==> config.mk <==
export PLATFORM = sky130hd
export DESIGN_NAME = lisr_cfg
export DESIGN_NICKNAME = d
export VERILOG_FILES = /design/src/hdl/lisr_pkg.sv /design/src/hdl/lisr_cfg.sv
export SDC_FILE = /design/constraint.sdc
export NUM_CORES = 1
export LEC_CHECK = 0
export BUFFER_PORTS_ARGS = -buffer_cell sky130_fd_sc_hd__buf_2
export CORE_MARGIN = 5
export CORE_UTILIZATION = 46
export DETAILED_ROUTE_END_ITERATION = 10
export PLACE_DENSITY_LB_ADDON = 0.2
export SYNTH_ARGS = -nofsm -noshare
export SYNTH_HDL_FRONTEND = slang
export SYNTH_SLANG_ARGS = --single-unit
==> constraint.sdc <==
create_clock -name aclk -period 2.62 [get_ports aclk]
set_input_delay 0.655 -clock aclk [delete_from_list [all_inputs] [get_ports aclk]]
set_output_delay 0.655 -clock aclk [all_outputs]
set_load 0.005 [all_outputs]
==> src/hdl/lisr_pkg.sv <==
`timescale 1ns / 1ps

package lisr_pkg;

    // Frame store geometry
    localparam int MAX_FRAMES = 1024;
    localparam int ADDR_W     = $clog2(MAX_FRAMES);
    localparam int COUNT_W    = $clog2(MAX_FRAMES + 1);

    // Sample and frame formats
    localparam int SAMPLE_W = 16;
    localparam int FRAME_W  = 2 * SAMPLE_W;
    localparam int FRAC_W   = 16;

    // Rates, step and position
    localparam int RATE_W = 19;
    localparam int STEP_W = RATE_W + FRAC_W;
    localparam int POS_W  = 48;
    localparam logic [RATE_W-1:0] SRC_RATE_RESET = RATE_W'(48000);
    localparam logic [RATE_W-1:0] DST_RATE_RESET = RATE_W'(48000);

    // Bit-serial divider: one quotient bit per cycle
    localparam int DIV_STEPS = STEP_W;
    localparam int DIV_CNT_W = $clog2(DIV_STEPS + 1);

    // Product of a 17-bit difference and a zero-extended 16-bit unsigned fraction
    localparam int PROD_W = 2 * (SAMPLE_W + 1);

    // Configuration port
    localparam int APB_ADDR_W = 3;
    localparam int APB_DATA_W = 32;

    typedef enum logic {
        REG_SRC_RATE = 1'b0,
        REG_DST_RATE = 1'b1
    } reg_idx_t;

    typedef struct packed {
        logic [RATE_W-1:0] src_rate;
        logic [RATE_W-1:0] dst_rate;
    } cfg_t;

    typedef struct packed {
        logic [FRAME_W-1:0] f0;
        logic [FRAME_W-1:0] f1;
        logic [FRAC_W-1:0]  frac;
    } lerp_req_t;

    typedef enum logic [2:0] {
        ST_IDLE,
        ST_DIV,
        ST_RD0,
        ST_RD1,
        ST_MUL,
        ST_OUT
    } state_t;

endpackage

==> src/hdl/lisr_cfg.sv <==
`timescale 1ns / 1ps

module lisr_cfg (
    input  logic                            aclk,
    input  logic                            aresetn,
    input  logic                            psel,
    input  logic                            penable,
    input  logic                            pwrite,
    input  logic [lisr_pkg::APB_ADDR_W-1:0] paddr,
    input  logic [lisr_pkg::APB_DATA_W-1:0] pwdata,
    output logic [lisr_pkg::APB_DATA_W-1:0] prdata,
    output logic                            pready,
    output lisr_pkg::cfg_t                  cfg_o
);

    logic [lisr_pkg::RATE_W-1:0] src_rate_reg;
    logic [lisr_pkg::RATE_W-1:0] dst_rate_reg;
    lisr_pkg::reg_idx_t          reg_idx;
    logic                        wr_en;

    // Registers sit on 32-bit words
    assign reg_idx = lisr_pkg::reg_idx_t'(paddr[2]);
    assign wr_en   = psel && penable && pwrite && pready;
    assign pready  = 1'b1;

    // Write registers
    always_ff @(posedge aclk) begin
        if (!aresetn) begin
            src_rate_reg <= lisr_pkg::SRC_RATE_RESET;
            dst_rate_reg <= lisr_pkg::DST_RATE_RESET;
        end else if (wr_en) begin
            unique case (reg_idx)
                lisr_pkg::REG_SRC_RATE: src_rate_reg <= pwdata[lisr_pkg::RATE_W-1:0];
                lisr_pkg::REG_DST_RATE: dst_rate_reg <= pwdata[lisr_pkg::RATE_W-1:0];
                default: ;
            endcase
        end
    end

    // Read mux
    always_comb begin
        unique case (reg_idx)
            lisr_pkg::REG_SRC_RATE: prdata = lisr_pkg::APB_DATA_W'(src_rate_reg);
            lisr_pkg::REG_DST_RATE: prdata = lisr_pkg::APB_DATA_W'(dst_rate_reg);
            default:                prdata = '0;
        endcase
    end

    assign cfg_o.src_rate = src_rate_reg;
    assign cfg_o.dst_rate = dst_rate_reg;

endmodule

**Yosys cells after proc, flatten, opt, wreduce, memory -nomap -nowiden**

Index checks and enable logic that the tools add are counted.

- Register bits after elaboration: 38
- Word-level logic and storage cells: 8

- Mux-type cells: 1
- Bitwise operators: 1
- Reduce and logical (&&, ||, !) cells: 4

Operators by type and width:

| cell | number |
|---|---|
| $pmux 32 s2 | 1 |
| $reduce_and 2->1 | 2 |
| $logic_and 1x1->1 | 2 |
| $not 1->1 | 1 |

**Depth between registers and ports, before layout**

- Word-level depth: 3
- Depth in mapped cells: 4
- Depth with buffers taken out: 2

**Worst setup path after synthesis**

No wires, ideal clock.

- Path kind: input port to output port
- Start: input port paddr[2] (netlist bit)
- End: output port prdata[10] (netlist bit)
- Stages: 3
- Path slack: 0.650 ns
- Arrival time: 1.315 ns
- Buffers on the path: 2
- Cells stage by stage: buf_4 buf_4 mux2_2

- Cells in the longest elaborated chain, start to end: 2

RTL lines:

| element | RTL line | RTL |
|---|---|---|
| from (decl) | lisr_cfg.sv:9 | `input logic [lisr_pkg::APB_ADDR_W-1:0] paddr,` |
| $not 1->1 | n/a |  |
| $pmux 32 s2 (*) | lisr_cfg.sv:42 | `unique case (reg_idx)` |
| to (decl) | lisr_cfg.sv:11 | `output logic [lisr_pkg::APB_DATA_W-1:0] prdata,` |

Mark *: on every way between the ends. The rest lies on a longest branch, timed or not. The select of a mux whose other input is x is not followed.

**Final worst setup path**

Ends and elaborated chain as after synthesis.

==> results list <==
- In this run the worst setup path begins at paddr[2].
* # nets final: 300
* Number of slew-limit violations in the final report: 0
- Max FO, Critical Path: 23
- Global routing finished with a remaining overflow of 0.
- Number of top-level design ports: 111
- The critical path in this run is classified as primary input to output port.
- Number of setup buffers added after CTS: 0
* Clock skew after layout: 0 ps
- The clock reaches the later pin of the worst-skew pair after 270 ps.
- HPWL reported at the end of detailed placement: 2830 µm
- Summing internal, switching and leakage power gives 0.00112 W.
- For the worst setup path, the data required time is just under 2000 ps.
- Hold timing on the final database bottoms out at a slack of about 470 ps.
* Switching fraction of total power: 0.229
- Most common cell on crit path: sky130_fd_sc_hd__buf_2
- Derived from the worst setup path, the maximum achievable clock frequency is 441 MHz.
- TritonCTS built the clock tree.
* Global placement routability congestion: 0.686
* Share of async-settable or async-resettable flops after synthesis: 0
- Initial Util: 0.471
- Average footprint of a synthesized cell: 10.1 µm²
- Drc violations: 0
* Count of warnings emitted by yosys: 0
- Area of the placeable core: 3940 µm²
- DIE AREA: about 5400 µm²
- The first TritonRoute pass finished after 4 iterations.
- Worst vdd rail ir drop: 0.326 mV
* Clock Root Buffer: sky130_fd_sc_hd__clkbuf_8
- Yosys mapped a number of flops with a built-in enable equal to 0.
- Clock tree synthesis inserted a total of 5 buffers.
* Hold wc startpoint: src_rate_reg[6]
- The initial antenna violation count is 0.
- Cell count after synthesis: roughly 180
* Top cells by area in the synthesized netlist: sky130_fd_sc_hd__dfxtp_1 41%, sky130_fd_sc_hd__mux2i_1 20%, sky130_fd_sc_hd__mux2_2 12%
* Cell area after technology mapping: ~1900 µm²
* Slew at the pin closest to its max-slew limit: between 700 and 800 ps
- Status: complete, no violations
* Width of the chip: 73.5 µm
- CTS sink cnt: 38
* Antenna diodes: 0
- Share of total power in combinational logic: 0.104
* Part of the Yosys area used for sequential elements: 0.410
- Wire length reported by the detailed router: 3780 µm
* Cell-by-cell listing of the critical path: buf_2 > mux2_2 > buf_2
- The worst pin sits at a relative slew slack of 0.471.
- The share of synthesized area in the top cell type comes to 0.410.
* Hold buffers post-CTS: 0
- Routed via count divided by cell count: around 4.6
* Portion of total power attributed to sequential cells: 0.537
* IO Port Bufs: 81
- STA classifies the critical path endpoint as an output port.
- The internal power of the cells totals 0.000859 W.
- The hold violation total from the final report is 0.
- Clock H-tree levels: 2
- Family of cells with the greatest summed delay on the critical path: buffers and inverters
* First DRT Iteration DRCs: between 60 and 70
* Pin count of the biggest net entering global routing: 45
* Power per cell area: 486 nW/µm²
- Deepest clock path buffer count: 2
- CTS resizes: 0
- Setup violations remaining at the end of the flow were counted as 0.
- Part of the cycle the worst path needs: 0.866
* Clock group share of total power: 0.359
* Share of layout cells above drive strength 1: 0.425
- The routed layout has 1,428 vias.
- STA classifies the critical path startpoint as a primary input.
* Routed WL per cell: 12.2 µm
- Synth area leader: sky130_fd_sc_hd__dfxtp_1
* Post-synthesis cell type count: 14
- By count the netlist is led by 38 x sky130_fd_sc_hd__dfxtp_1, 38 x sky130_fd_sc_hd__mux2i_1, 36 x sky130_fd_sc_hd__nand2_1.
- Core Rows: 23
- In this run the critical register-to-register path is launched from src_rate_reg[8].
- Total track usage: 0.144
- Highest cell delay on the worst timing path: 420 ps
- Total buffers and inverters traversed by the critical path: 2
* Psw: ~0.00026 W
- Max-cap violations in this run came to 0.
- Once detail routing completed, the nets flagged for antenna violations numbered 0.
* Path type of the worst min-delay path: flip-flop to flip-flop
* Post-Route Setup TNS: 0 ps
- After synthesis the netlist holds a flip-flop and latch count of 38.
- For the worst setup path, the data arrival time is 1610 ps.
* Signed area change from the synthesized netlist to the final layout: 23.7%
- Setup repair after global routing left no endpoint under its margin.
- Most used DFF post-synth: sky130_fd_sc_hd__dfxtp_1
* Die height: roughly 74 µm
- For this design the static power due to leakage is 1.15 nW.
- The first global-routing pass estimated 6130 µm of wire.
- Cell type of the slowest stage on the worst timing path: sky130_fd_sc_hd__buf_2
- After clock tree synthesis, the clock-pin slew on the worst setup and hold paths is roughly 70 ps.
- Vias in the first global route: 1,369
- The worst path needs ~2300 ps of the cycle, external delays included.
==> path summary, 6_finish.rpt <==
check               endpoint  slack, ps  depth (start not counted)
min          src_rate_reg[6]        470                          2
max               prdata[10]        350                          3
max reg2reg  src_rate_reg[8]       1980                          2
min reg2reg  src_rate_reg[6]        470                          2
==> layout by cell type (no fill, tap or decap) <==
cell                       synthesis  layout
sky130_fd_sc_hd__mux2_2           19      19
sky130_fd_sc_hd__nor2b_1          21      21
sky130_fd_sc_hd__nand4_2           1       1
sky130_fd_sc_hd__clkinv_2          0       1
sky130_fd_sc_hd__conb_1            2      14
sky130_fd_sc_hd__buf_4            16       2
sky130_fd_sc_hd__and4_1            1       1
sky130_fd_sc_hd__dfxtp_1          38      38
sky130_fd_sc_hd__nand4b_2          1       1
sky130_fd_sc_hd__nand2_1          36      36
sky130_fd_sc_hd__and4b_1           1       1
sky130_fd_sc_hd__clkbuf_8          0       6
sky130_fd_sc_hd__clkbuf_1          2       1
sky130_fd_sc_hd__buf_2             6      81
sky130_fd_sc_hd__mux2i_1          38      38
==> power groups by stage <==
stage | registers [W] | clock network [W] | logic (W)
after floorplan | 0.000613 | 0 | 0.0000855
after CTS | 0.000599 | 0.000413 | 0.000117
after global routing | 0.000601 | 0.000441 | 0.000131
after global placement | 0.000612 | 0 | 0.000116
final | 0.000599 | 0.000400 | 0.000116
after detailed placement | 0.000613 | 0 | 0.000117
==> cell families after synthesis <==
| logic type | Yosys count | synth area share |
|---|---|---|
| DFF | 38 | 0.410 |
| buffers and inverters | 26 | 0.0971 |
| and+or+nand+nor | 61 | 0.169 |
| muxes | 57 | 0.320 |
| other | 2 | 0.00405 |
==> layer usage <==
metal | wire length, µm | track usage | vias to the layer above | share of wire
met5 | 0 | 0 | - | 0
met3 | 354 | 0.0492 | 2 | 0.094
met2 | 1710 | 0.225 | 53 | 0.45
li1 | - | - | 733 | -
met4 | 19 | 0.0423 | 0 | 0.0050
met1 | 1700 | 0.189 | 640 | 0.45
==> tightest hold or removal path, delay by kind of cell, from the launching register on <==
kind	cells	cell delay (ps)
flops	1	320
mux	1	50
simple gates	1	50
==> metrics by stage <==
step	instance area, µm²	instances	worst slack (ps)	util
3_5_place_dp	2200	303	339	0.559
4_1_cts	2290	311	338	0.582
5_1_grt	2290	311	299	0.582
6_report	2290	311	352	0.582
2_1_floorplan	1900	196	650	-
3_3_place_gp	2200	303	342	0.559
==> cell type report <==
type                            count  area [µm²]
Clock buffer                        7        86.3
Fill cell                         354        1650
Clock inverter                      1        5.00
Sequential cell                    38         761
Tap cell                           50        62.6
Timing Repair Buffer               83         420
Multi-Input combinational cell    132         960
(Power assumes the default switching activity.)
