===== src/hdl/lisr_pkg.sv =====
`timescale 1ns / 1ps

package lisr_pkg;

    // Frame store geometry
    localparam int MAX_FRAMES = 1024;
    localparam int ADDR_W     = $clog2(MAX_FRAMES);
    localparam int COUNT_W    = $clog2(MAX_FRAMES + 1);

    // Sample and frame formats
    localparam int SAMPLE_W = 16;
    localparam int FRAME_W  = 2 * SAMPLE_W;
    localparam int FRAC_W   = 16;

    // Rates, step and position
    localparam int RATE_W = 19;
    localparam int STEP_W = RATE_W + FRAC_W;
    localparam int POS_W  = 48;
    localparam logic [RATE_W-1:0] SRC_RATE_RESET = RATE_W'(48000);
    localparam logic [RATE_W-1:0] DST_RATE_RESET = RATE_W'(48000);

    // Bit-serial divider: one quotient bit per cycle
    localparam int DIV_STEPS = STEP_W;
    localparam int DIV_CNT_W = $clog2(DIV_STEPS + 1);

    // Product of a 17-bit difference and a zero-extended 16-bit unsigned fraction
    localparam int PROD_W = 2 * (SAMPLE_W + 1);

    // Configuration port
    localparam int APB_ADDR_W = 3;
    localparam int APB_DATA_W = 32;

    typedef enum logic {
        REG_SRC_RATE = 1'b0,
        REG_DST_RATE = 1'b1
    } reg_idx_t;

    typedef struct packed {
        logic [RATE_W-1:0] src_rate;
        logic [RATE_W-1:0] dst_rate;
    } cfg_t;

    typedef struct packed {
        logic [FRAME_W-1:0] f0;
        logic [FRAME_W-1:0] f1;
        logic [FRAC_W-1:0]  frac;
    } lerp_req_t;

    typedef enum logic [2:0] {
        ST_IDLE,
        ST_DIV,
        ST_RD0,
        ST_RD1,
        ST_MUL,
        ST_OUT
    } state_t;

endpackage


===== src/hdl/lisr_lerp.sv =====
`timescale 1ns / 1ps

module lisr_lerp (
    input  logic                                 aclk,
    input  logic                                 en_i,
    input  lisr_pkg::lerp_req_t                  req_i,
    output logic signed [lisr_pkg::SAMPLE_W-1:0] out_left_o,
    output logic signed [lisr_pkg::SAMPLE_W-1:0] out_right_o
);

    localparam int SW = lisr_pkg::SAMPLE_W;
    localparam int PW = lisr_pkg::PROD_W;

    logic signed [SW:0]        diff_l;
    logic signed [SW:0]        diff_r;
    logic signed [lisr_pkg::FRAC_W:0] frac_s;
    logic signed [PW-1:0]      prod_l_reg;
    logic signed [PW-1:0]      prod_r_reg;
    logic signed [SW-1:0]      s0_l_reg;
    logic signed [SW-1:0]      s0_r_reg;
    logic [PW-lisr_pkg::FRAC_W-1:0] sum_l;
    logic [PW-lisr_pkg::FRAC_W-1:0] sum_r;

    // Differences between neighbor frames, left in the low half
    assign diff_l = $signed({req_i.f1[SW-1], req_i.f1[SW-1:0]})
                  - $signed({req_i.f0[SW-1], req_i.f0[SW-1:0]});
    assign diff_r = $signed({req_i.f1[2*SW-1], req_i.f1[2*SW-1:SW]})
                  - $signed({req_i.f0[2*SW-1], req_i.f0[2*SW-1:SW]});
    assign frac_s = $signed({1'b0, req_i.frac});

    // Multiply stage
    always_ff @(posedge aclk) begin
        if (en_i) begin
            prod_l_reg <= diff_l * frac_s;
            prod_r_reg <= diff_r * frac_s;
            s0_l_reg   <= $signed(req_i.f0[SW-1:0]);
            s0_r_reg   <= $signed(req_i.f0[2*SW-1:SW]);
        end
    end

    // Arithmetic shift by the fraction width, then add the base sample
    assign sum_l = {{(PW-lisr_pkg::FRAC_W-SW){s0_l_reg[SW-1]}}, s0_l_reg}
                 + prod_l_reg[PW-1:lisr_pkg::FRAC_W];
    assign sum_r = {{(PW-lisr_pkg::FRAC_W-SW){s0_r_reg[SW-1]}}, s0_r_reg}
                 + prod_r_reg[PW-1:lisr_pkg::FRAC_W];

    assign out_left_o  = $signed(sum_l[SW-1:0]);
    assign out_right_o = $signed(sum_r[SW-1:0]);

endmodule


===== config.mk =====
export PLATFORM = sky130hd
export DESIGN_NAME = lisr_lerp
export DESIGN_NICKNAME = d
export VERILOG_FILES = /design/src/hdl/lisr_pkg.sv /design/src/hdl/lisr_lerp.sv
export SDC_FILE = /design/constraint.sdc
export NUM_CORES = 2
export LEC_CHECK = 0
export ABC_AREA = 1
export BUFFER_PORTS_ARGS = -buffer_cell sky130_fd_sc_hd__buf_2
export CAP_MARGIN = 0
export CORE_MARGIN = 10
export CORE_UTILIZATION = 43
export DETAILED_ROUTE_END_ITERATION = 10
export GPL_TIMING_DRIVEN = 0
export PLACE_DENSITY = 0.67
export SLEW_MARGIN = 5
export SYNTH_ARGS = -nofsm -noshare
export SYNTH_HDL_FRONTEND = slang
export SYNTH_SLANG_ARGS = --single-unit

===== constraint.sdc =====
create_clock -name aclk -period 8.9 [get_ports aclk]
set_input_delay 0.445 -clock aclk [delete_from_list [all_inputs] [get_ports aclk]]
set_output_delay 0.445 -clock aclk [all_outputs]
set_load 0.02 [all_outputs]

-- After elaboration in Yosys (flattened, before gate mapping)
Cells that the tools add are included.
- register bits: 96
- bits in latches: 0
- memory bits (writable): 0
- bits in read-only memories: 0
- bits of input ports: 82
- output and inout bits: 32
- logic and storage cells: 10
- memories: 0
- add/subtract/negate cells: 4
- multipliers: 2
- divide/modulo/power cells: 0
- $lt $le $gt $ge: 0
- equal/unequal tests: 0
- shift-type cells: 0
- multiplexer cells: 0
- bitwise operators: 0
- reductions and logical operators: 0
- operator list (cell ; count):
    $mul A17 B17 Y32 ; 2
    $sub A16 B16 Y17 ; 2
    $add A16 B16 Y16 ; 2

-- Logic depth before layout (Yosys ltp)
- depth after elaboration: 2
- gate-level depth with buffers: 39
- mapped depth without buffers: 38

-- Worst setup path before layout
OpenSTA, ideal clock, no wires.
- path kind: input -> register
- from: input req_i[32] (netlist name)
- to: register prod_r_reg[31], data pin
- library setup time: 0.252 ns
- arrival: 6.514 ns
- data required time: 8.648 ns
- path slack: 2.134 ns
- stages on the path: 33
- path buffers: 2
- cells stage by stage: inv_1 -> ha_1 -> fa_1 -> o21ai_2 -> nand3_2 -> nand2_2 -> nand2_1 -> nand2_1 -> nand2_1 -> nand2_2 -> buf_6 -> nor2_1 -> fa_1 -> inv_1 -> fa_1 -> buf_2 -> xor2_1 -> o21ai_0 -> fa_1 -> fa_1 -> inv_1 -> fa_1 -> inv_1 -> ha_1 -> a21o_1 -> nor2_1 -> nor2_1 -> nor3_1 -> nand2_1 -> nor2_1 -> inv_1 -> nand2_1 -> nand2_1
- word-level cells in the longest chain between the ends: 2
- RTL lines (item ; RTL line ; RTL):
    from (decl) ; lisr_lerp.sv:6 ; input lisr_pkg::lerp_req_t req_i,
    $sub A16 B16 Y17 ; lisr_lerp.sv:28 ; - $signed({req_i.f0[2*SW-1], req_i.f0[2*SW-1:SW]});
    $mul A17 B17 Y32 ; lisr_lerp.sv:35 ; prod_r_reg <= diff_r * frac_s;
    to (signal assigned) ; lisr_lerp.sv:35 ;
    to (decl) ; lisr_lerp.sv:18 ; logic signed [PW-1:0] prod_r_reg;
No other way between the ends.
A chain may end at the register's enable or synchronous reset.

-- Final worst setup path
- from: input req_i[16] (netlist name)
- to: register prod_l_reg[30], data pin
- word-level cells in the longest chain between the ends: 2
- RTL lines (item ; RTL line ; RTL):
    $sub A16 B16 Y17 ; lisr_lerp.sv:26 ; - $signed({req_i.f0[SW-1], req_i.f0[SW-1:0]});
    $mul A17 B17 Y32 ; lisr_lerp.sv:34 ; prod_l_reg <= diff_l * frac_s;
    to (signal assigned) ; lisr_lerp.sv:34 ;
    to (decl) ; lisr_lerp.sv:17 ; logic signed [PW-1:0] prod_l_reg;
No other way between the ends.

==> results by group <==
Outcome
  • Outcome: finished, final reports clean

Cells and area
  • Final nets: approximately 4200
  • Synth-to-Final Area Change: 7.01%
  • Share of cells above drive strength 1: between 5 and 6%
  • Fillers: about 5900
  • Reg area: 1920 um^2
  • Multi-input logic area: around 20000 um^2

Synthesis
  • Most frequent cell after synthesis: inv_1
  • Synthesized area per cell: a little under 8 um^2
  • Synth cell types: 47
  • Post-synth EDFFs: 64
  • Synthesized flop and latch total: 64
  • Synth area leader: fa_1
  • Post-Syn Area: 26000 um^2
  • Post-Syn Nets: a little over 4000
  • Main synth FF type: edfxtp_1
  • Async SR Flop Fraction: 0%
  • Post-Synthesis Cells: 3300
  • Sequential cell area fraction in the yosys report: 7.40%
  • Area share of the largest cell type after synthesis: between 40% and 50%
  • Top cells by count, synth: 855 x inv_1, 557 x nand2_1, 521 x fa_1, 395 x nor2_1, 227 x ha_1
  • Synth area leaders: fa_1 40%, inv_1 12%, ha_1 11%
  • Synth warn: 0

Clock tree
  • CTS hold repair buffers: 0
  • CTS H-tree lvls: 3
  • CTS Buffer Depth: 2
  • Clk slew on worst S/H paths: roughly 0.060 ns
  • TritonCTS Sinks: between 60 and 70
  • Post-CTS setup buffers: 0
  • Cts repair resizes: 0
  • CTS tree: yes
  • TritonCTS buffer count: 9
  • Root Driver: clkbuf_16

Timing
  • RSZ-0062 raised after global routing: false
  • Fmax: between 0.1 and 0.15 GHz
  • Setup TNS: 0 ns
  • Final min period: between 7 and 8 ns
  • Min Hold Slack: approximately 0.26 ns
  • Hold Violations, Final: 0
  • Slew at the pin closest to its max-slew limit: ~1.3 ns
  • Max-slew violations: 0
  • Worst Setup Slack, final: ~1 ns
  • Final Cycle Share: between 80% and 90%
  • Rel. slew slack: ~14%
  • Setup violations, final: 0

Min path
  • HP Start: req_i[79]
  • WHS Endpoint: s0_r_reg[15]
  • Hold Path Cell Cnt: 1
  • Hold crit path type: primary input to flop

Floorplan
  • Initial core utilization: a little over two fifths
  • Area of the die: around 70000 um^2
  • FP Rows: around 90
  • Chip Width: around 270 um
  • Chip height: 266 um
  • I/O pin cnt: about 110
  • Core footprint: approximately 59000 um^2

Place
  • Pre-CTS WS: 0.771 ns
  • DPL Wire Length: approximately 66000 um
  • # port buffers: 107
  • Gpl congestion: between 0.9 and 1

Routing
  • WL final: around 77000 um
  • Residual DRC: 0
  • ANT nets after route: 0
  • DR vias: about 22000
  • Starting DRT DRC Count: around 2000
  • Via density: about 5.2
  • WL per Instance: about 18 um
  • Drt first pass iters: 5

Worst setup path
  • Worst Path Arrival: between 8 and 9 ns
  • Required time worst endpoint: 9.01 ns
  • CP startpoint kind: primary input
  • Critical path capture point type: flop
  • WS Path Type: primary input to flop
  • CP Max Fanout: 8
  • Largest stage delay on the critical path: around 0.76 ns
  • Slowest CP cell: fa_1

GRT
  • Met3 global-route usage: slightly above 5%
  • Pin count of the biggest net entering global routing: 34
  • Vias in the first global route: about 22000
  • First-pass GRT wire length: 122000 um
  • Global Route Usage Sum: between 20 and 25%
  • Met2 usage: about a third
  • Met1 GRT Util: ~30%
  • Initial antenna violation count: 5
  • GRT overflow: 0
  • Most used routing layer: met2

Job
  • Max-cap violations: 0
layout make-up:
| type | count | area share, % |
|---|---|---|
| Timing Repair Buffer | 108 | 2.01 |
| Clock inverter | 6 | 0.216 |
| Multi-Input combinational cell | 2287 | 73.6 |
| Antenna cell | 2 | 0.0180 |
| Inverter | 878 | 11.9 |
| Clock buffer | 10 | 0.824 |
| Buffer | 71 | 1.07 |
| Tap cell | 773 | 3.48 |
| Sequential cell | 64 | 6.92 |
metal layers:
metal	up-vias	wire, um
met2	994	34400
li1	10000	-
met1	10700	32100
met3	157	8070
met4	6	2310
met5	-	39
through the flow:
stage | instances | utilization, % | area (um^2)
floorplan | 3300 | - | 26000
CTS | 4197 | 46.8 | 27800
global placement | 4180 | 46.3 | 27500
detailed placement | 4181 | 46.3 | 27500
finish | 4199 | 46.8 | 27800
global route | 4198 | 46.8 | 27800
cells by family after synthesis:
kind of cell    count (synthesis)  share of synthesized area [%]
buf+inv                       949                           13.8
flops                          64                           7.40
xor+xnor                       95                           3.26
simple gates                 1206                           19.1
fa+ha+maj                     748                           51.1
compound gates                238                           5.27
worst max-delay path, delay by kind of cell:
family                     cells  cell delay (ns)
xor gates and xnor gates       2             0.45
AOI/OAI and AO/OA              6             1.19
and+or+nand+nor               10             1.17
buffers and inverters          7             0.86
adders and majority gates      8             3.90
how the worst max path moves through the flow:
stage	startpoint	cells past startpoint	end
after detailed placement	req_i[16]	33	prod_l_reg[30]
after global routing	req_i[16]	33	prod_l_reg[30]
after CTS	req_i[16]	33	prod_l_reg[30]
after global placement	req_i[16]	33	prod_l_reg[30]
final	req_i[16]	33	prod_l_reg[30]
after floorplan	req_i[32]	33	prod_r_reg[31]
cell usage in the layout, fill, tap and decap left out, drive strengths merged, types with 3 or more instances in the layout:
cell,instances
clkbuf,67
clkinv,13
a21o,14
nand2,576
o21bai,11
o21a,4
nand3b,5
xor2,73
xnor2,22
a21boi,7
o31ai,5
nor3,20
o21ai,66
fa,521
or2,17
nand3,176
o211ai,5
nand4,12
buf,122
nor2,396
nor4,3
a21oi,112
a31o,3
a31oi,8
edfxtp,64
inv,868
ha,227
Power is not shown: default switching activity piles up to over one toggle a cycle in this logic, so the estimate is an artifact.
