**src/hdl/lisr_pkg.sv**
```systemverilog
`timescale 1ns / 1ps

package lisr_pkg;

    // Frame store geometry
    localparam int MAX_FRAMES = 1024;
    localparam int ADDR_W     = $clog2(MAX_FRAMES);
    localparam int COUNT_W    = $clog2(MAX_FRAMES + 1);

    // Sample and frame formats
    localparam int SAMPLE_W = 16;
    localparam int FRAME_W  = 2 * SAMPLE_W;
    localparam int FRAC_W   = 16;

    // Rates, step and position
    localparam int RATE_W = 19;
    localparam int STEP_W = RATE_W + FRAC_W;
    localparam int POS_W  = 48;
    localparam logic [RATE_W-1:0] SRC_RATE_RESET = RATE_W'(48000);
    localparam logic [RATE_W-1:0] DST_RATE_RESET = RATE_W'(48000);

    // Bit-serial divider: one quotient bit per cycle
    localparam int DIV_STEPS = STEP_W;
    localparam int DIV_CNT_W = $clog2(DIV_STEPS + 1);

    // Product of a 17-bit difference and a zero-extended 16-bit unsigned fraction
    localparam int PROD_W = 2 * (SAMPLE_W + 1);

    // Configuration port
    localparam int APB_ADDR_W = 3;
    localparam int APB_DATA_W = 32;

    typedef enum logic {
        REG_SRC_RATE = 1'b0,
        REG_DST_RATE = 1'b1
    } reg_idx_t;

    typedef struct packed {
        logic [RATE_W-1:0] src_rate;
        logic [RATE_W-1:0] dst_rate;
    } cfg_t;

    typedef struct packed {
        logic [FRAME_W-1:0] f0;
        logic [FRAME_W-1:0] f1;
        logic [FRAC_W-1:0]  frac;
    } lerp_req_t;

    typedef enum logic [2:0] {
        ST_IDLE,
        ST_DIV,
        ST_RD0,
        ST_RD1,
        ST_MUL,
        ST_OUT
    } state_t;

endpackage

```
**src/hdl/lisr_div.sv**
```systemverilog
`timescale 1ns / 1ps

module lisr_div (
    input  logic                        aclk,
    input  logic                        aresetn,
    input  logic                        start_i,
    input  logic [lisr_pkg::RATE_W-1:0] src_i,
    input  logic [lisr_pkg::RATE_W-1:0] den_i,
    output logic                        busy_o,
    output logic [lisr_pkg::STEP_W-1:0] quot_o
);

    logic [lisr_pkg::STEP_W-1:0]    num_reg;
    logic [lisr_pkg::RATE_W-1:0]    rem_reg;
    logic [lisr_pkg::RATE_W-1:0]    den_reg;
    logic [lisr_pkg::DIV_CNT_W-1:0] cnt_reg;
    logic [lisr_pkg::RATE_W:0]      rem_shift;
    logic [lisr_pkg::RATE_W:0]      diff;
    logic                           ge;

    // One restoring step: bring down the next dividend bit, try the subtract
    assign rem_shift = {rem_reg, num_reg[lisr_pkg::STEP_W-1]};
    assign diff      = rem_shift - {1'b0, den_reg};
    assign ge        = !diff[lisr_pkg::RATE_W];

    // Control: step count
    always_ff @(posedge aclk) begin
        if (!aresetn) begin
            cnt_reg <= '0;
        end else if (start_i) begin
            cnt_reg <= lisr_pkg::DIV_CNT_W'(lisr_pkg::DIV_STEPS);
        end else if (busy_o) begin
            cnt_reg <= cnt_reg - 1'b1;
        end
    end

    // Datapath: quotient bits shift in where dividend bits leave
    always_ff @(posedge aclk) begin
        if (start_i) begin
            num_reg <= {src_i, lisr_pkg::FRAC_W'(0)};
            rem_reg <= '0;
            den_reg <= den_i;
        end else if (busy_o) begin
            num_reg <= {num_reg[lisr_pkg::STEP_W-2:0], ge};
            rem_reg <= ge ? diff[lisr_pkg::RATE_W-1:0] : rem_shift[lisr_pkg::RATE_W-1:0];
        end
    end

    assign busy_o = (cnt_reg != '0);
    assign quot_o = num_reg;

endmodule

```
**config.mk**
```make
export PLATFORM = sky130hd
export DESIGN_NAME = lisr_div
export DESIGN_NICKNAME = d
export VERILOG_FILES = /design/src/hdl/lisr_pkg.sv /design/src/hdl/lisr_div.sv
export SDC_FILE = /design/constraint.sdc
export NUM_CORES = 1
export LEC_CHECK = 0
export BUFFER_PORTS_ARGS = -buffer_cell sky130_fd_sc_hd__buf_4
export CAP_MARGIN = 20
export CORE_MARGIN = 2
export CORE_UTILIZATION = 37
export DETAILED_ROUTE_END_ITERATION = 6
export SYNTH_ARGS = -nofsm -noshare
export SYNTH_HDL_FRONTEND = slang
export SYNTH_SLANG_ARGS = --single-unit
export TNS_END_PERCENT = 5
```
**constraint.sdc**
```tcl
create_clock -name aclk -period 6.82 [get_ports aclk]
set_input_delay 1.023 -clock aclk [delete_from_list [all_inputs] [get_ports aclk]]
set_output_delay 1.023 -clock aclk [all_outputs]
set_load 0.1 [all_outputs]
```
Word level (Yosys, flattened, before mapping):

Cells that the tools add are included.

* add/sub/neg operators: 2
* $mul: 0
* div/mod/pow operators: 0
* magnitude comparators: 0
* equal/unequal tests: 0
* shift-type cells: 0
* multiplexer cells: 5
* bitwise logic cells: 1
* reductions and logical operators: 4

Operators by type and width (count)
* $mux 35: 2
* $sub 20x19->20: 1
* $mux 19: 1
* $mux 6: 2
* $reduce_bool 6->1: 1
* $sub 6x1->6 const B: 1
* $reduce_bool 2->1: 1
* $reduce_or 2->1: 1
* $logic_not 1->1: 1
* $not 1->1: 1

* flip-flop bits (word level): 79
* latch bits: 0
* bits in writable memories: 0
* bits in read-only memories: 0
* bits of input ports: 41
* output and inout port bits: 36
* memories kept: 0

Depth between registers and ports, before layout:

Gate-level depths: netlist of the first run.

* word-level depth: 4
* gate-level depth with buffers: 11

Worst setup path before layout of the first run:

OpenSTA, ideal clock, no wires.

* kind: register -> output
* start: register cnt_reg[0] (netlist bit)
* end: output port busy_o
* arrival time: 2137 ps
* path slack: 3660 ps
* stages on the path, launching flop included: 8
* cell sequence: dfxtp_1 -> inv_1 -> ha_1 -> nand2_1 -> nor3_1 -> inv_1 -> clkbuf_1 -> buf_1

* longest elaborated chain between the ends: 1

Ends and longest elaborated chain
* from (decl): line lisr_div.sv:16 `logic [lisr_pkg::DIV_CNT_W-1:0] cnt_reg;`
* from (signal assigned): line lisr_div.sv:31 `cnt_reg <= lisr_pkg::DIV_CNT_W'(lisr_pkg::DIV_STEPS);`
* from (signal assigned): line lisr_div.sv:33 `cnt_reg <= cnt_reg - 1'b1;`
* $reduce_bool 6->1: line lisr_div.sv:49 `assign busy_o = (cnt_reg != '0);`
* to (decl): line lisr_div.sv:9 `output logic busy_o,`

Every way passes these cells.

Worst setup path after layout of the first run:

Same ends and word-level chain as after synthesis.

==> metrics.md, run 1 <==
| Metric | Value |
|---|---|
| Post-Synthesis Cells | `470` |
| Unique masters post-synth | `60` |
| Die Y | `110.2 um` |
| Synth Flop Type | `dfxtp_1` |
| RSZ-0062 raised after global routing | `no` |
| Yosys warns | `0` |
| Slew HR | `37.08%` |
| Switching power | `559.2 uW` |
| Setup_tns | `0 ns` |
| Worst path max stage delay | `0.50 ns` |
| Bufs on Longest Clock Path | `2` |
| WL/cell | `14.04 um` |
| Clock Tree Root | `clkbuf_16` |
| Antenna violations before repair | `0` |
| Main combinational cell family by area after synthesis | `compound AO/OA/AOI/OAI gates` |
| Routed Antenna Nets | `0` |
| Post-DP HPWL | `6397 um` |
| Layout Area Growth over Synthesis | `24.16%` |
| Die ar. | `0.01215 mm^2` |
| Routability congestion estimate | `0.8216` |
| Setup violators final | `0` |
| Post-Syn Area | `0.004174 mm^2` |
| # DRC | `0` |
| Crit path DAT | `2.42 ns` |
| Syn Nets | `532` |
| Total track usage | `16.43%` |
| First-pass GRT wire length | `15,330 um` |
| Total iterations of the first detailed-routing run | `5` |
| Worst IR Drop VDD | `0.1955 mV` |
| DR vias | `3,489` |
| Crit end category | `output port` |
| Comb power frac | `29.6%` |
| Max Cap Violations | `0` |
| Post-CTS sizing | `0` |
| LEAKAGE | `2.207 nW` |
| Fmax | `0.2903 GHz` |
| Inserted Diodes | `0` |
| Final hold vios | `0` |
| Commonest cells post-synth | `nand2_1, a21oi_1, dfxtp_1` |
| Fill cells | `1,062` |
| CTS buffer count | `9` |
| Synth Area in Adders | `6.475%` |
| Num ports | `77` |
| WP data required | `5.80 ns` |
| Starting density of the core | `38.17%` |
| Util after Layout | `47.39%` |
| Slew @ Worst Pin | `0.9437 ns` |
| P per Cell Area | `310.6 mW/mm^2` |
| Tmin final | `3.445 ns` |
| Simple-Gate Fraction of Synth Area | `17.12%` |
| Avg Cell Area, Syn | `8.881 um^2` |
| DR vias/cell | `5.123` |
| Vias in the first global route | `3,229` |
| Die Span X | `110.2 um` |
| Crit Path Max Fanout | `58` |
| Mux contribution to synthesized area | `1.079%` |
| Number of H-tree levels | `3` |
| Skew-Pair Late Insertion Delay | `0.34 ns` |
| CP Launch Type | `register` |
| Ranking of synthesized cells by area | `edfxtp_1, dfxtp_1, nand2_1` |
| Hold Path Class | `register to register` |
| CORE AREA | `0.01094 mm^2` |
| Final wirelength | `9562 um` |
| Synth Register Bits | `79` |
| Final Max Tran Viols | `0` |
| Number of DRC markers in iteration 0 | `270` |
| Number of flip-flops in the largest register | `35` |
| CTS clk-pin slew, worst paths | `0.06 ns` |
| Largest area contributor in the netlist | `edfxtp_1` |
| Complex-gate fraction of the synthesized area | `20.47%` |
| Area share of the largest cell type after synthesis | `27.34%` |
| Sequential share of power | `35.9%` |
| Post-synth EDFFs | `38` |
| Most frequent CP cell | `buf_4` |
| Net Sw Frac | `34.74%` |
| # port buffers | `76` |
| Fin crit share | `50.51%` |
| Layout cell share with drive strength beyond 1 | `19.04%` |
| Post-synthesis sequential area ratio | `47.00%` |
| Largest net degree at the start of global routing | `94` |
| Most frequent cell after synthesis | `nand2_1` |
| Xor-xnor portion of the synthesized cell area | `2.518%` |
| Crit path kind | `register to output port` |
| CTS tree | `built` |
| Outcome | `finished clean` |
| Net count reported at finish | `598` |
| Post-cts hold buffer count | `0` |
| Clk sinks | `79` |
| Critical-path top delay cell | `buf_4` |
| Post-CTS setup buffers | `0` |
| Ys async rst share | `0%` |
| Clock share of power | `34.5%` |
| Int Pwr | `1.051 mW` |
| Cell Chain, Critical Path | `inv_1, ha_1, nand2_1, nor3_2, buf_4, inv_1, buf_4, buf_4` |
| GRT overflow | `0` |
| Row cnt | `38` |
| Worst Skew | `0.004938 ns` |
## layer usage
layer  GRT usage [%]  up-vias  routed length (um)
li1                -     1794                   -
met1           23.28     1600                4573
met2           24.36       85                4320
met3           2.881       10                 526
met4           7.589        0                 141
met5               0        -                   0
## kinds of logic after synthesis
| family | Yosys count |
|---|---|
| buf+inv | 55 |
| simple gates | 168 |
| fa+ha+maj | 21 |
| compound gates | 131 |
| flops | 79 |
| xor+xnor | 12 |
| mux | 4 |
## power by group through the flow
stage	combinational (mW)	clock (mW)	sequential (mW)
final	0.476	0.556	0.578
after global routing	0.517	0.590	0.583
after CTS	0.477	0.570	0.577
after detailed placement	0.473	0	0.587
after global placement	0.468	0	0.586
after floorplan	0.229	0	0.726
## stage by stage
step | cells | power, mW | worst slack [ns] | instance area (um^2) | hold WS (ns)
after global placement | 665 | 1.054 | 3.504 | 4837 | 0.4585
after detailed placement | 665 | 1.060 | 3.429 | 4837 | 0.4638
after global routing | 681 | 1.690 | 3.175 | 5182 | 0.4917
after floorplan | 470 | 0.9550 | 3.660 | 4174 | 0.4430
final | 681 | 1.610 | 3.375 | 5182 | 0.4701
after CTS | 681 | 1.624 | 3.358 | 5182 | 0.4725
## worst paths after layout
path	start	endpoint	slack (ns)	cells after the start
min	quot_o[0]	quot_o[0]	0.47	2
max	cnt_reg[0]	busy_o	3.37	8
max reg2reg	den_reg[14]	rem_reg[8]	3.78	9
min reg2reg	quot_o[0]	quot_o[0]	0.47	2
## critical path: cells and delay by family (launching register included)
family,cells,cell delay [ns]
buffers and inverters,5,1.33
flip-flops,1,0.34
adder cells (fa/ha/maj),1,0.24
AND/OR/NAND/NOR,2,0.17
## placed cells by master, fill, tap and decap left out, types with 8 or more instances in the layout
cell and instances:
inv_1 31, buf_4 78, clkbuf_16 9, dfxtp_1 41, o21ai_0 33, xnor2_1 8, edfxtp_1 38, nand2_1 97
ha_1 20, nor2_1 37, a21oi_1 41
## layout make-up
type | count | area, um^2 | area share (%)
multi-input cells | 336 | 1994 | 38.48
flip-flops and latches | 79 | 1962 | 37.86
repair buffers | 78 | 585.6 | 11.30
clock buffers | 10 | 229.0 | 4.418
well taps | 140 | 175.2 | 3.380
inverters | 32 | 120.1 | 2.318
clock inverters | 6 | 116.4 | 2.245
No activity file was read; power rests on OpenSTA's default activity.
==> run 2, diff against run 1 <==
==> constraint.sdc (replaced) <==
create_clock -name aclk -period 3.15 [get_ports aclk]
set_input_delay 0.4725 -clock aclk [delete_from_list [all_inputs] [get_ports aclk]]
set_output_delay 0.4725 -clock aclk [all_outputs]
set_load 0.1 [all_outputs]
==> metrics.md, run 2 (same netlist as run 1, synthesis figures left out) <==
| Metric | Value |
|---|---|
| Net Sw Frac | `36.34%` |
| CTS tree | `built` |
| Fin crit share | `89.88%` |
| Worst path max stage delay | `0.46 ns` |
| P per Cell Area | `626.7 mW/mm^2` |
| Slew HR | `67.67%` |
| Number of flip-flops in the largest register | `35` |
| Fmax | `0.3532 GHz` |
| R2r worst-path depth | `11` |
| Sequential share of power | `38.6%` |
| R2r startpoint | `quot_o[34]` |
| Hold Path Stages | `1` |
| Int Pwr | `2.056 mW` |
| Post-cts hold buffer count | `0` |
| Post-CTS setup buffers | `0` |
| First-pass GRT wire length | `15,780 um` |
| Number of DRC markers in iteration 0 | `265` |
| Starting density of the core | `38.17%` |
| Slew @ Worst Pin | `0.4798 ns` |
| CTS clk-pin slew, worst paths | `0.06 ns` |
| Switching power | `1.173 mW` |
| DR vias | `3,500` |
| Crit Path Max Fanout | `3` |
| Setup violators final | `0` |
| Fill cells | `1,085` |
| CORE AREA | `0.01094 mm^2` |
| Clock share of power | `29.0%` |
| Layout cell share with drive strength beyond 1 | `19.34%` |
| Final hold slack | `0.3031 ns` |
| Net count reported at finish | `605` |
| WL/cell | `14.46 um` |
| Cell Chain, Critical Path | `inv_1, ha_1, inv_1, fa_1, a211oi_1, o21a_1, o21a_1, nor2_1, o41ai_1, nor3_1, a211o_1` |
| Die Span X | `110.2 um` |
| Reg2reg end | `rem_reg[16]` |
| RSZ-0062 raised after global routing | `no` |
| Routability congestion estimate | `0.8543` |
| Clk sinks | `79` |
| Critical-path top delay cell | `o41ai_1` |
| Number of H-tree levels | `3` |
| Worst Skew | `0.008442 ns` |
| Skew-Pair Late Insertion Delay | `0.34 ns` |
| # port buffers | `76` |
| Final Max Tran Viols | `0` |
| Tmin final | `2.831 ns` |
| Setup_tns | `0 ns` |
| GRT overflow | `0` |
| Inserted Diodes | `0` |
| WP data required | `3.38 ns` |
| CP Launch Type | `register` |
| Place WS | `0.3723 ns` |
| Die Y | `110.2 um` |
| Comb power frac | `32.4%` |
| Crit path kind | `register to register` |
| Hold Crit Endpoint | `den_reg[13]` |
| Post-DP HPWL | `6955 um` |
| LEAKAGE | `2.199 nW` |
| Row cnt | `38` |
| Max Cap Violations | `0` |
| Clock Tree Root | `clkbuf_16` |
| DR vias/cell | `5.087` |
| CTS buffer count | `9` |
| Worst IR Drop VDD | `0.3857 mV` |
| HP Start | `den_i[13]` |
| Top delay family on crit path | `compound AO/OA/AOI/OAI gates` |
| Final wirelength | `9950 um` |
| Bufs on Longest Clock Path | `2` |
| Buf+Inv Stages, Crit Path | `2` |
| Post-CTS sizing | `0` |
| Commonest non-fill, non-tap cell in the layout | `nand2_1` |
| # DRC | `0` |
| Total track usage | `16.93%` |
| Die ar. | `0.01215 mm^2` |
| R2r setup slk | `0.32 ns` |
| Final hold vios | `0` |
| Largest net degree at the start of global routing | `39` |
| Crit end category | `register` |
| Antenna violations before repair | `0` |
| Total iterations of the first detailed-routing run | `4` |
| Vias in the first global route | `3,243` |
| Crit path DAT | `3.06 ns` |
| Routed Antenna Nets | `0` |
| Most frequent cells in the layout | `nand2_1, buf_4, a21oi_1, dfxtp_1, edfxtp_1` |
| Layout Area Growth over Synthesis | `23.44%` |
| Outcome | `finished clean` |
| Hold Path Class | `input port to register` |
| Num ports | `77` |
| Worst setup slack after layout | `0.3189 ns` |
-- run 2: power by group through the flow --
stage	logic, mW	registers (mW)	clock network, mW
after floorplan	0.496	1.57	0
after global placement	1.03	1.27	0
after detailed placement	1.04	1.27	0
after CTS	1.05	1.25	0.966
after global routing	1.13	1.26	1.01
final	1.05	1.25	0.935
-- run 2: final cells by class --
type	instances	area [um^2]	share of cell area, %
clock inverter	1	5.005	0.09713
tap	140	175.2	3.400
inverter	32	120.1	2.331
timing repair buffer	85	638.1	12.38
sequential	79	1962	38.08
multi-input combinational	336	1994	38.71
clock buffer	15	257.7	5.002
-- run 2: worst max path at each step --
stage,slack (ns),endpoint,start,cells past startpoint
5_1_grt,0.18,rem_reg[16],quot_o[34],11
3_5_place_dp,0.37,rem_reg[16],quot_o[34],11
6_report,0.32,rem_reg[16],quot_o[34],11
4_1_cts,0.34,rem_reg[16],quot_o[34],11
3_3_place_gp,0.54,rem_reg[16],quot_o[34],11
2_1_floorplan,0.16,rem_reg[16],quot_o[34],11
-- run 2: metal layers --
layer | vias up | GRT usage, % | share of wire [%]
met3 | 4 | 5.173 | 5.6
li1 | 1807 | - | -
met2 | 80 | 26.60 | 46
met1 | 1609 | 22.45 | 48
met4 | 0 | 5.089 | 0.61
met5 | - | 0 | 0
-- run 2: stage by stage --
stage | std cells | util [%] | power, mW | instance area, um^2
after floorplan | 470 | - | 2.068 | 4174
after detailed placement | 672 | 44.71 | 2.309 | 4890
final | 688 | 47.12 | 3.229 | 5152
after global routing | 688 | 47.12 | 3.401 | 5152
after CTS | 688 | 47.12 | 3.260 | 5152
after global placement | 672 | 44.71 | 2.299 | 4890
==> run 3, diff against run 2 <==
--- a/config.mk
+++ b/config.mk
@@ -7,9 +7,11 @@
 export LEC_CHECK = 0
 export BUFFER_PORTS_ARGS = -buffer_cell sky130_fd_sc_hd__buf_4
 export CAP_MARGIN = 20
+export CORE_ASPECT_RATIO = 1.75
 export CORE_MARGIN = 2
 export CORE_UTILIZATION = 37
 export DETAILED_ROUTE_END_ITERATION = 6
+export SLEW_MARGIN = 15
 export SYNTH_ARGS = -nofsm -noshare
 export SYNTH_HDL_FRONTEND = slang
 export SYNTH_SLANG_ARGS = --single-unit
==> metrics.md, run 3 (same netlist as run 1, synthesis figures left out) <==
| Metric | Value |
|---|---|
| Outcome | `finished clean` |
| Setup_tns | `0 ns` |
| Buf+Inv Stages, Crit Path | `0` |
| Clock Tree Root | `clkbuf_16` |
| Most frequent cells in the layout | `nand2_1, buf_4, a21oi_1, dfxtp_1, edfxtp_1` |
| Net Sw Frac | `37.08%` |
| Worst IR Drop VDD | `0.4033 mV` |
| Switching power | `1.232 mW` |
| Layout Area Growth over Synthesis | `24.07%` |
| Total track usage | `17.60%` |
| Comb power frac | `31.7%` |
| WL/cell | `15.36 um` |
| Die ar. | `0.01218 mm^2` |
| Post-DP HPWL | `7623 um` |
| Antenna violations before repair | `0` |
| Starting density of the core | `37.81%` |
| WP data required | `3.37 ns` |
| Crit path DAT | `3.06 ns` |
| Worst Skew | `0.007764 ns` |
| CTS clk-pin slew, worst paths | `0.06 ns` |
| Num ports | `77` |
| LEAKAGE | `2.222 nW` |
| Clock share of power | `30.7%` |
| Die Y | `144.5 um` |
| GRT overflow | `0` |
| Net count reported at finish | `606` |
| Total iterations of the first detailed-routing run | `5` |
| Slew HR | `51.07%` |
| Final hold vios | `0` |
| First-pass GRT wire length | `16,820 um` |
| Setup violators final | `0` |
| Fin crit share | `89.92%` |
| Die Span X | `84.29 um` |
| Crit end category | `register` |
| Vias in the first global route | `3,480` |
| Max Cap Violations | `0` |
| Number of H-tree levels | `3` |
| Critical-path top delay cell | `ha_1` |
| Crit path kind | `register to register` |
| Post-CTS setup buffers | `0` |
| Int Pwr | `2.091 mW` |
| Hold Path Class | `input port to register` |
| Clk sinks | `79` |
| Inserted Diodes | `0` |
| Skew-Pair Late Insertion Delay | `0.34 ns` |
| Post-cts hold buffer count | `0` |
| Routed Antenna Nets | `0` |
| Slew @ Worst Pin | `0.7317 ns` |
| Largest net degree at the start of global routing | `43` |
| Top delay family on crit path | `compound AO/OA/AOI/OAI gates` |
| Tmin final | `2.832 ns` |
| Fill cells | `1,073` |
| Row cnt | `51` |
| CORE AREA | `0.01104 mm^2` |
| Final Max Tran Viols | `0` |
| CP Launch Type | `register` |
| Post-CTS sizing | `0` |
| Cell Chain, Critical Path | `ha_1, a21oi_1, o21ai_1, o22ai_1, mux2i_2, o211ai_2, and4_1, a311o_1` |
| Layout cell share with drive strength beyond 1 | `20.22%` |
| CTS tree | `built` |
| Fmax | `0.3531 GHz` |
| Bufs on Longest Clock Path | `2` |
| DR vias/cell | `5.233` |
| Final wirelength | `10,460 um` |
| Multi-input gate area | `0.001994 mm^2` |
| Number of DRC markers in iteration 0 | `220` |
| RSZ-0062 raised after global routing | `no` |
| P per Cell Area | `641.8 mW/mm^2` |
| DR vias | `3,564` |
| Commonest non-fill, non-tap cell in the layout | `nand2_1` |
| Worst path max stage delay | `0.38 ns` |
| # DRC | `0` |
| Number of flip-flops in the largest register | `35` |
| CTS buffer count | `9` |
| # port buffers | `76` |
| Register area | `0.001962 mm^2` |
| Routability congestion estimate | `0.9076` |
| Sequential share of power | `37.6%` |
| Design Power | `3.324 mW` |
| Crit Path Max Fanout | `15` |
-- run 3: metal layers --
layer / routed length (um) / vias up / track usage, %
met4: 235 / 0 / 8.404
met5: 0 / - / 0
li1: - / 1813 / -
met1: 4092 / 1670 / 18.82
met3: 270 / 14 / 2.911
met2: 5858 / 67 / 33.17
-- run 3: area by class of cell --
type	instances	area share [%]
clock inverter	5	0.7248
tap	132	3.189
multi-input combinational	336	38.51
timing repair buffer	86	12.47
sequential	79	37.88
clock buffer	11	4.905
inverter	32	2.319
-- run 3: path summary, 6_finish.rpt --
check	startpoint	to	slack, ns	cells past startpoint
worst max register to register	rem_reg[13]	rem_reg[8]	0.32	8
worst min-delay path	den_i[0]	den_reg[0]	0.31	1
worst max-delay path	rem_reg[13]	rem_reg[8]	0.32	8
worst min register to register	quot_o[1]	quot_o[1]	0.47	2
-- run 3: per-stage QoR --
stage	worst slack, ns	cell area [um^2]	std cells	hold WS, ns	util [%]
after CTS	0.3249	5179	681	0.2963	46.91
after detailed placement	0.3497	4887	665	0.4642	44.27
final	0.3176	5179	681	0.3062	46.91
after floorplan	0.1583	4174	470	0.4430	-
after global routing	0.1327	5179	681	0.2968	46.91
after global placement	0.4010	4887	665	0.4531	44.27
-- run 3: power by group through the flow --
stage | clock (mW) | sequential (mW) | combinational (mW)
after floorplan | 0 | 1.57 | 0.496
after global placement | 0 | 1.27 | 1.05
after detailed placement | 0 | 1.27 | 1.06
after CTS | 1.04 | 1.25 | 1.06
after global routing | 1.09 | 1.26 | 1.14
final | 1.02 | 1.25 | 1.06
